## src/rtl/edf_pkg.sv

```systemverilog
// Package for the earliest-deadline-first ranker.
// Holds shared constants, command codes and the controller/datapath link types.
// No dependencies.
`default_nettype none

package edf_pkg;

  // Default number of task slots held in the stores.
  localparam int unsigned MAX_TASKS_DEF = 8;

  // Field widths fixed by the interface.
  localparam int unsigned TIME_W   = 32;
  localparam int unsigned SLOT_W   = 3;
  localparam int unsigned ACTIVE_W = 4;

  // The active task count comes up at six after reset.
  localparam logic [ACTIVE_W-1:0] ACTIVE_RESET = 4'd6;

  // Input command codes.
  localparam logic CMD_LOAD  = 1'b0;
  localparam logic CMD_SCHED = 1'b1;

  // Commands from the controller to the datapath.
  typedef struct packed {
    logic load;   // write one slot's period and deadline
    logic sched;  // advance expired deadlines at the current time
    logic rank;   // rank the slot selected by the step index
    logic emit;   // present the result at the step index
  } edf_cmd_t;

  // Status from the datapath to the controller.
  typedef struct packed {
    logic idx_last;     // step index is the last active slot
    logic none_active;  // no slot takes part in scheduling
  } edf_stat_t;

endpackage

`default_nettype wire

```

## src/rtl/edf_ctrl.sv

```systemverilog
// Controller for the earliest-deadline-first ranker.
// Sequences the rank and emit passes and steps the slot index.
// Depends on edf_pkg.
`default_nettype none

module edf_ctrl #(
  parameter int unsigned MAX_TASKS = edf_pkg::MAX_TASKS_DEF,
  localparam int unsigned IDX_W = $clog2(MAX_TASKS)
) (
  input  wire logic              clk,
  input  wire logic              rst_n,
  input  wire logic              start,
  input  wire logic              in_command,
  input  wire edf_pkg::edf_stat_t stat,
  output logic                   busy,
  output edf_pkg::edf_cmd_t      cmd,
  output logic [IDX_W-1:0]       idx
);

  localparam logic [1:0] ST_IDLE = 2'd0;
  localparam logic [1:0] ST_RANK = 2'd1;
  localparam logic [1:0] ST_EMIT = 2'd2;

  logic [1:0]       state_r, state_nxt;
  logic [IDX_W-1:0] idx_r, idx_nxt;
  logic             take;

  assign busy = (state_r != ST_IDLE);
  assign take = start && !busy;
  assign idx  = idx_r;

  // Next state, step index and datapath commands.
  always_comb begin
    state_nxt = state_r;
    idx_nxt   = idx_r;
    cmd       = '0;
    unique case (state_r)
      ST_IDLE: begin
        if (take) begin
          if (in_command == edf_pkg::CMD_LOAD) begin
            cmd.load = 1'b1;
          end else begin
            cmd.sched = 1'b1;
            idx_nxt   = '0;
            if (!stat.none_active) begin
              state_nxt = ST_RANK;
            end
          end
        end
      end
      ST_RANK: begin
        cmd.rank = 1'b1;
        if (stat.idx_last) begin
          idx_nxt   = '0;
          state_nxt = ST_EMIT;
        end else begin
          idx_nxt = idx_r + IDX_W'(1);
        end
      end
      ST_EMIT: begin
        cmd.emit = 1'b1;
        if (stat.idx_last) begin
          idx_nxt   = '0;
          state_nxt = ST_IDLE;
        end else begin
          idx_nxt = idx_r + IDX_W'(1);
        end
      end
      default: begin
        state_nxt = ST_IDLE;
        idx_nxt   = '0;
      end
    endcase
  end

  // State and index registers.
  always_ff @(posedge clk) begin
    if (!rst_n) begin
      state_r <= ST_IDLE;
      idx_r   <= '0;
    end else begin
      state_r <= state_nxt;
      idx_r   <= idx_nxt;
    end
  end

endmodule

`default_nettype wire

```

## src/rtl/edf_dpath.sv

```systemverilog
// Datapath for the earliest-deadline-first ranker.
// Holds the task stores, the active count, the rank tables and the result register.
// Depends on edf_pkg.
`default_nettype none

module edf_dpath #(
  parameter int unsigned MAX_TASKS = edf_pkg::MAX_TASKS_DEF,
  localparam int unsigned IDX_W = $clog2(MAX_TASKS),
  localparam int unsigned CNT_W = $clog2(MAX_TASKS + 1)
) (
  input  wire logic                          clk,
  input  wire logic                          rst_n,
  input  wire edf_pkg::edf_cmd_t             cmd,
  input  wire logic [IDX_W-1:0]              idx,
  output edf_pkg::edf_stat_t                 stat,
  input  wire logic                          cfg_we,
  input  wire logic [edf_pkg::ACTIVE_W-1:0]  cfg_wdata,
  input  wire logic [edf_pkg::SLOT_W-1:0]    in_task_slot,
  input  wire logic [edf_pkg::TIME_W-1:0]    in_task_period,
  input  wire logic [edf_pkg::TIME_W-1:0]    in_first_deadline,
  input  wire logic [edf_pkg::TIME_W-1:0]    in_current_time,
  output logic                               out_valid,
  output logic [edf_pkg::SLOT_W-1:0]         out_ranked_task,
  output logic [edf_pkg::SLOT_W-1:0]         out_rank,
  output logic [edf_pkg::TIME_W-1:0]         out_task_deadline,
  output logic                               out_last
);

  logic [edf_pkg::ACTIVE_W-1:0] active_r;
  logic [CNT_W-1:0]             n_cnt;

  logic [edf_pkg::TIME_W-1:0] dl_r  [MAX_TASKS];
  logic [edf_pkg::TIME_W-1:0] per_r [MAX_TASKS];

  logic [IDX_W-1:0]           rank_slot_r [MAX_TASKS];
  logic [edf_pkg::TIME_W-1:0] rank_dl_r   [MAX_TASKS];

  logic [MAX_TASKS-1:0]       act;
  logic [MAX_TASKS-1:0]       upd;
  logic [MAX_TASKS-1:0]       earlier;
  logic [edf_pkg::TIME_W-1:0] dl_sel;
  logic [IDX_W-1:0]           pos;

  logic                       out_valid_r;
  logic                       out_last_r;
  logic [edf_pkg::SLOT_W-1:0] out_slot_r;
  logic [edf_pkg::SLOT_W-1:0] out_rank_r;
  logic [edf_pkg::TIME_W-1:0] out_dl_r;

  // Active task count register.
  always_ff @(posedge clk) begin
    if (!rst_n) begin
      active_r <= edf_pkg::ACTIVE_RESET;
    end else if (cfg_we) begin
      active_r <= cfg_wdata;
    end
  end

  // The count saturates at the number of slots held.
  always_comb begin
    if (32'(active_r) > 32'(MAX_TASKS)) begin
      n_cnt = CNT_W'(MAX_TASKS);
    end else begin
      n_cnt = CNT_W'(active_r);
    end
  end

  // Status for the controller.
  assign stat.idx_last    = ((CNT_W'(idx) + CNT_W'(1)) == n_cnt);
  assign stat.none_active = (n_cnt == '0);

  // Per-slot active flags and expired-deadline flags.
  always_comb begin
    for (int k = 0; k < MAX_TASKS; k++) begin
      act[k] = (32'(k) < 32'(n_cnt));
      upd[k] = act[k] && (in_current_time >= dl_r[k]);
    end
  end

  // Task stores: a load writes one slot, a schedule advances every expired active slot once.
  always_ff @(posedge clk) begin
    for (int k = 0; k < MAX_TASKS; k++) begin
      if (cmd.load && (32'(in_task_slot) == 32'(k))) begin
        per_r[k] <= in_task_period;
        dl_r[k]  <= in_first_deadline;
      end else if (cmd.sched && upd[k]) begin
        dl_r[k] <= dl_r[k] + per_r[k];
      end
    end
  end

  // Rank of the selected slot: count of active slots that come before it.
  // Ties go to the lower slot index.
  always_comb begin
    dl_sel = dl_r[idx];
    for (int j = 0; j < MAX_TASKS; j++) begin
      earlier[j] = act[j] && (32'(j) != 32'(idx)) &&
                   ((dl_r[j] < dl_sel) ||
                    ((dl_r[j] == dl_sel) && (32'(j) < 32'(idx))));
    end
    pos = IDX_W'($countones(earlier));
  end

  // Rank tables, filled one slot per cycle in slot order, each slot at its rank position.
  always_ff @(posedge clk) begin
    if (cmd.rank) begin
      rank_slot_r[pos] <= idx;
      rank_dl_r[pos]   <= dl_sel;
    end
  end

  // Result register: one transfer per emit step.
  always_ff @(posedge clk) begin
    if (!rst_n) begin
      out_valid_r <= 1'b0;
    end else begin
      out_valid_r <= cmd.emit;
    end
  end

  always_ff @(posedge clk) begin
    if (cmd.emit) begin
      out_slot_r <= edf_pkg::SLOT_W'(rank_slot_r[idx]);
      out_rank_r <= edf_pkg::SLOT_W'(idx);
      out_dl_r   <= rank_dl_r[idx];
      out_last_r <= stat.idx_last;
    end
  end

  assign out_valid         = out_valid_r;
  assign out_ranked_task   = out_slot_r;
  assign out_rank          = out_rank_r;
  assign out_task_deadline = out_dl_r;
  assign out_last          = out_last_r;

endmodule

`default_nettype wire

```

## src/rtl/edf_deadline_ranker.sv

```systemverilog
// Earliest-deadline-first ranker, top level. Depends on edf_pkg, edf_ctrl, edf_dpath.
// A load writes its slot and gives no result; busy stays low. A schedule with n active
// tasks runs one rank step per task and then one emit step per task; each emit step
// is registered into the result outputs, and busy is high through both passes.
// The receiver cannot stall; one result per cycle. Synchronous active-low reset
// sets the active count to six; the task stores hold nothing until loaded.
`default_nettype none

module edf_deadline_ranker #(
  parameter int unsigned MAX_TASKS = edf_pkg::MAX_TASKS_DEF
) (
  input  wire logic                          clk,
  input  wire logic                          rst_n,
  input  wire logic                          start,
  output logic                               busy,
  input  wire logic                          in_command,
  input  wire logic [edf_pkg::SLOT_W-1:0]    in_task_slot,
  input  wire logic [edf_pkg::TIME_W-1:0]    in_task_period,
  input  wire logic [edf_pkg::TIME_W-1:0]    in_first_deadline,
  input  wire logic [edf_pkg::TIME_W-1:0]    in_current_time,
  output logic                               out_valid,
  output logic [edf_pkg::SLOT_W-1:0]         out_ranked_task,
  output logic [edf_pkg::SLOT_W-1:0]         out_rank,
  output logic [edf_pkg::TIME_W-1:0]         out_task_deadline,
  output logic                               out_last,
  input  wire logic                          cfg_we,
  input  wire logic [edf_pkg::ACTIVE_W-1:0]  cfg_wdata
);

  localparam int unsigned IDX_W = $clog2(MAX_TASKS);

  edf_pkg::edf_cmd_t  cmd;
  edf_pkg::edf_stat_t stat;
  logic [IDX_W-1:0]   idx;

  // Sequencer.
  edf_ctrl #(
    .MAX_TASKS(MAX_TASKS)
  ) u_ctrl (
    .clk        (clk),
    .rst_n      (rst_n),
    .start      (start),
    .in_command (in_command),
    .stat       (stat),
    .busy       (busy),
    .cmd        (cmd),
    .idx        (idx)
  );

  // Stores, ranking and result register.
  edf_dpath #(
    .MAX_TASKS(MAX_TASKS)
  ) u_dpath (
    .clk               (clk),
    .rst_n             (rst_n),
    .cmd               (cmd),
    .idx               (idx),
    .stat              (stat),
    .cfg_we            (cfg_we),
    .cfg_wdata         (cfg_wdata),
    .in_task_slot      (in_task_slot),
    .in_task_period    (in_task_period),
    .in_first_deadline (in_first_deadline),
    .in_current_time   (in_current_time),
    .out_valid         (out_valid),
    .out_ranked_task   (out_ranked_task),
    .out_rank          (out_rank),
    .out_task_deadline (out_task_deadline),
    .out_last          (out_last)
  );

endmodule

`default_nettype wire

```

## config.mk

```make
export PLATFORM = sky130hd
export DESIGN_NAME = edf_deadline_ranker
export DESIGN_NICKNAME = d
export VERILOG_FILES = /design/src/rtl/edf_pkg.sv /design/src/rtl/edf_ctrl.sv /design/src/rtl/edf_dpath.sv /design/src/rtl/edf_deadline_ranker.sv
export SDC_FILE = /design/constraint.sdc
export NUM_CORES = 2
export LEC_CHECK = 0
export ABC_CLOCK_PERIOD_IN_PS = 8600
export BUFFER_PORTS_ARGS = -buffer_cell sky130_fd_sc_hd__buf_2
export CAP_MARGIN = 30
export CELL_PAD_IN_SITES_DETAIL_PLACEMENT = 2
export CELL_PAD_IN_SITES_GLOBAL_PLACEMENT = 2
export CORE_ASPECT_RATIO = 1.4
export CORE_MARGIN = 2
export CORE_UTILIZATION = 39
export DETAILED_ROUTE_END_ITERATION = 8
export GPL_TIMING_DRIVEN = 0
export HOLD_SLACK_MARGIN = 0.08
export PLACE_DENSITY_LB_ADDON = 0.1
export RECOVER_POWER = 100
export SYNTH_ARGS = -nofsm -noshare
export SYNTH_HDL_FRONTEND = slang
export SYNTH_SLANG_ARGS = --single-unit
```

## constraint.sdc

```tcl
create_clock -name clk -period 8.6 [get_ports clk]
set_clock_uncertainty 0.05 [all_clocks]
set_input_delay 1.72 -clock clk [delete_from_list [all_inputs] [get_ports clk]]
set_output_delay 1.72 -clock clk [all_outputs]
set_load 0.1 [all_outputs]
```

==> results.cfg <==
[setup_path]
endpoint = u_dpath.rank_dl_r[1][13]$_DFFE_PP_
crit_buf_inv = 9
path_depth = 25
worstSetupPathType = reg2reg
end_kind = flop
critPathLaunchType = flop
crit_required_ns = 8.98
r2r-end = u_dpath.rank_dl_r[1][13]$_DFFE_PP_
critPathArrivalTime_ns = 8.95
cp_max_fo = 10
slowest_stage = mux2i_2
cpMostUsedCell = ha_1
crit_family = buffers and inverters
reg2reg_depth = 25
ff2ff_setup_slack_ns = 0.03
slowest_delay_ns = 0.64

[timing]
finalHoldViolations = 0
slew_violations = 260
setup-violations-final = 0
worst_pin_slew_ns = 2.649
slew_headroom_pct = -78.46
rsz0062_at_grt = false
fmax_mhz = 116.7
fin_crit_ns = 8.573
whs_ns = 0.4784
period_share_pct = 99.68

[pwr]
p_per_area_nw_per_um2 = 179.2
total_power_mw = 11.63
p_leak_nw = 26.22
vdd.ir_drop.worst_uv = 179.0

[synthesis]
yosysWarnings = 0
yosysSeqAreaShare_pct = 44.05
ys_ff_latch = 844
syn_area_um2 = 57240
syn_inst = 5167
synth_ff_type = edfxtp_1
synth_edf_count = 831
async_flop_share_pct = 0
synth.distinct_cells = 85
syn_area_per_cell_um2 = 11.08
synth_nets = 6058

[clocking]
path_clk_slew_ns = 0.07
clock_latency_ns = 0.77
cts-root-buf = clkbuf_16
clock_sinks = 844
cts_buffer_depth = 3
cts_tree = yes
htreeDepth = 3
numCtsBuffers = 95

[outcome]
violations = max-capacitance violations, max-slew violations
status = finished with violations

[detailed_routing]
via_per_inst = 6.153
drc_errors = 0
wirelength_um = 251700
wl_per_cell_um = 33.29
num_vias = 46530
drt_iter0_drc = 2921
ant_nets = 0
firstDrtPassIters = 5

[placed_design]
gp_congestion = 0.9430
dp_hpwl_um = 205600
io_buffers = 146

[run]
maxCapViolations = 15

[grt]
grt-ovfl-total = 0
grt_start_max_net_pins = 33
grt_pass1_vias = 51510
antenna_found_initial = 10
grtUsageTotal_pct = 33.28
grt_pass1_wl_um = 355800

[die]
rows = 166
dieArea_um2 = 149900
chipHeight_um = 457.3
initial_utilization_pct = 39.20
die_w_um = 327.8
io_pins = 149
design.core.area_um2 = 146000

[cells_and_area]
syn2layout_area_growth_pct = 13.43
drive_gt1_share_pct = 9.162
fin_nets = 6434

[min_path]
hp-class = reg2reg
registers in the layout, summed over array words and instances, names as in the netlist, named ones only:
register,flops
u_dpath.out_rank,3
u_ctrl.state_r,2
u_dpath.out_valid,1
u_ctrl.idx,3
u_dpath.rank_slot_r,24
u_dpath.out_task_deadline,32
u_dpath.rank_dl_r,256
u_dpath.active_r,4
u_dpath.out_last,1
u_dpath.per_r,256
u_dpath.dl_r,256
u_dpath.out_ranked_task,3
how the worst min path moves through the flow:
stage                              startpoint                              to  slack, ns  cells past startpoint
2_1_floorplan  u_ctrl.state_r[1]$_SDFFE_PN0P_  u_ctrl.state_r[1]$_SDFFE_PN0P_       0.41                      2
3_3_place_gp   u_ctrl.state_r[1]$_SDFFE_PN0P_  u_ctrl.state_r[1]$_SDFFE_PN0P_       0.43                      2
3_5_place_dp   u_ctrl.state_r[1]$_SDFFE_PN0P_  u_ctrl.state_r[1]$_SDFFE_PN0P_       0.45                      2
4_1_cts        u_ctrl.state_r[1]$_SDFFE_PN0P_  u_ctrl.state_r[1]$_SDFFE_PN0P_       0.47                      2
5_1_grt        u_ctrl.state_r[1]$_SDFFE_PN0P_  u_ctrl.state_r[1]$_SDFFE_PN0P_       0.51                      2
6_report       u_ctrl.state_r[1]$_SDFFE_PN0P_  u_ctrl.state_r[1]$_SDFFE_PN0P_       0.48                      2
worst reg2reg max path, delay by kind of cell (launching register included):
kind / cells / cell delay (ns)
DFF: 1 / 0.57
xor gates and xnor gates: 2 / 0.44
and+or+nand+nor: 3 / 0.76
AOI/OAI and AO/OA: 4 / 1.19
muxes: 2 / 1.03
adders and majority gates: 5 / 1.94
buffers and inverters: 9 / 2.23
final cells by class:
type | instances | area [um^2]
Antenna cell | 8 | 20.02
Buffer | 113 | 452.9
Clock buffer | 107 | 2454
Clock inverter | 68 | 787.0
Fill cell | 15230 | 81090
Inverter | 426 | 1603
Multi-Input combinational cell | 3781 | 30180
Sequential cell | 844 | 25220
Tap cell | 1932 | 2417
Timing Repair Buffer | 282 | 1792
cells in the final DEF, fill, tap and decap left out, types with 90 or more instances in the layout:
cell / netlist / layout
edfxtp_1: 831 / 831
ha_1: 772 / 772
inv_1: 420 / 421
nand2_1: 393 / 393
a21oi_1: 372 / 372
o21ai_0: 137 / 241
clkbuf_1: 86 / 231
nor2_1: 217 / 214
a21o_1: 200 / 200
nand4_1: 129 / 129
o21a_1: 98 / 98
o21ai_1: 204 / 98
xnor2_1: 99 / 97
clkbuf_16: 0 / 96
mux4_2: 90 / 90
kinds of logic after synthesis:
logic type / synth area share (%)
AO/OA/AOI/OAI: 16.34
multiplexers: 6.672
AND/OR/NAND/NOR: 9.238
adder cells (fa/ha/maj): 17.26
flip-flops: 44.05
buffers and inverters: 3.574
XOR/XNOR: 2.862
synthesized netlist by cell type (53+ instances only):
cell,n,area [um^2]
xnor2_1,99,867.1
nand2_1,393,1475
mux2i_1,71,710.7
mux4_2,90,2027
edfxtp_1,831,24950
o21ai_0,137,685.7
o31ai_1,53,397.9
nor2_1,217,814.5
a21oi_1,372,1862
mux2_2,70,788.3
o21a_1,98,735.7
ha_1,772,9659
o21ai_1,204,1021
a21o_1,200,1501
clkbuf_1,86,322.8
nor3_1,82,410.4
xor2_1,88,770.7
nand4_1,129,807.0
nor2b_1,56,350.3
inv_1,420,1577
per-layer routing:
metal / GRT usage [%] / part of all wire, % / up-vias
met1: 36.08 / 37 / 24260
met2: 60.36 / 51 / 1193
met4: 23.15 / 8.2 / 2
li1: - / - / 20530
met3: 3.450 / 3.5 / 541
met5: 0 / 0.0052 / -
repair_timing:
item | 4_1_cts | 5_1_grt
pin swaps | 7 | 1
hold buffers | 0 | 0
buffers inserted | 12 | 0
resized for setup | 27 | 13
setup endpoints to repair | 280 | 248
power breakdown:
part | switching, mW | internal [mW]
combinational | 1.49 | 0.780
sequential | 0.151 | 4.81
clock | 1.93 | 2.46
total | 3.57 | 8.06
stage by stage:
| step | cell area [um^2] | cells | TNS [ns] | utilization (%) | setup slack, ns |
|---|---|---|---|---|---|
| 6_report | 64920 | 7561 | 0 | 44.46 | 0.02748 |
| 5_1_grt | 64900 | 7554 | 0 | 44.45 | 0.01948 |
| 3_3_place_gp | 60380 | 7245 | -2015.35 | 41.36 | -8.158 |
| 2_1_floorplan | 57240 | 5167 | -43.12 | - | -0.3147 |
| 3_5_place_dp | 62390 | 7366 | -312.98 | 42.73 | -1.679 |
| 4_1_cts | 65850 | 7551 | 0 | 45.10 | 0.006603 |
Power figures use the tool's default switching activity.
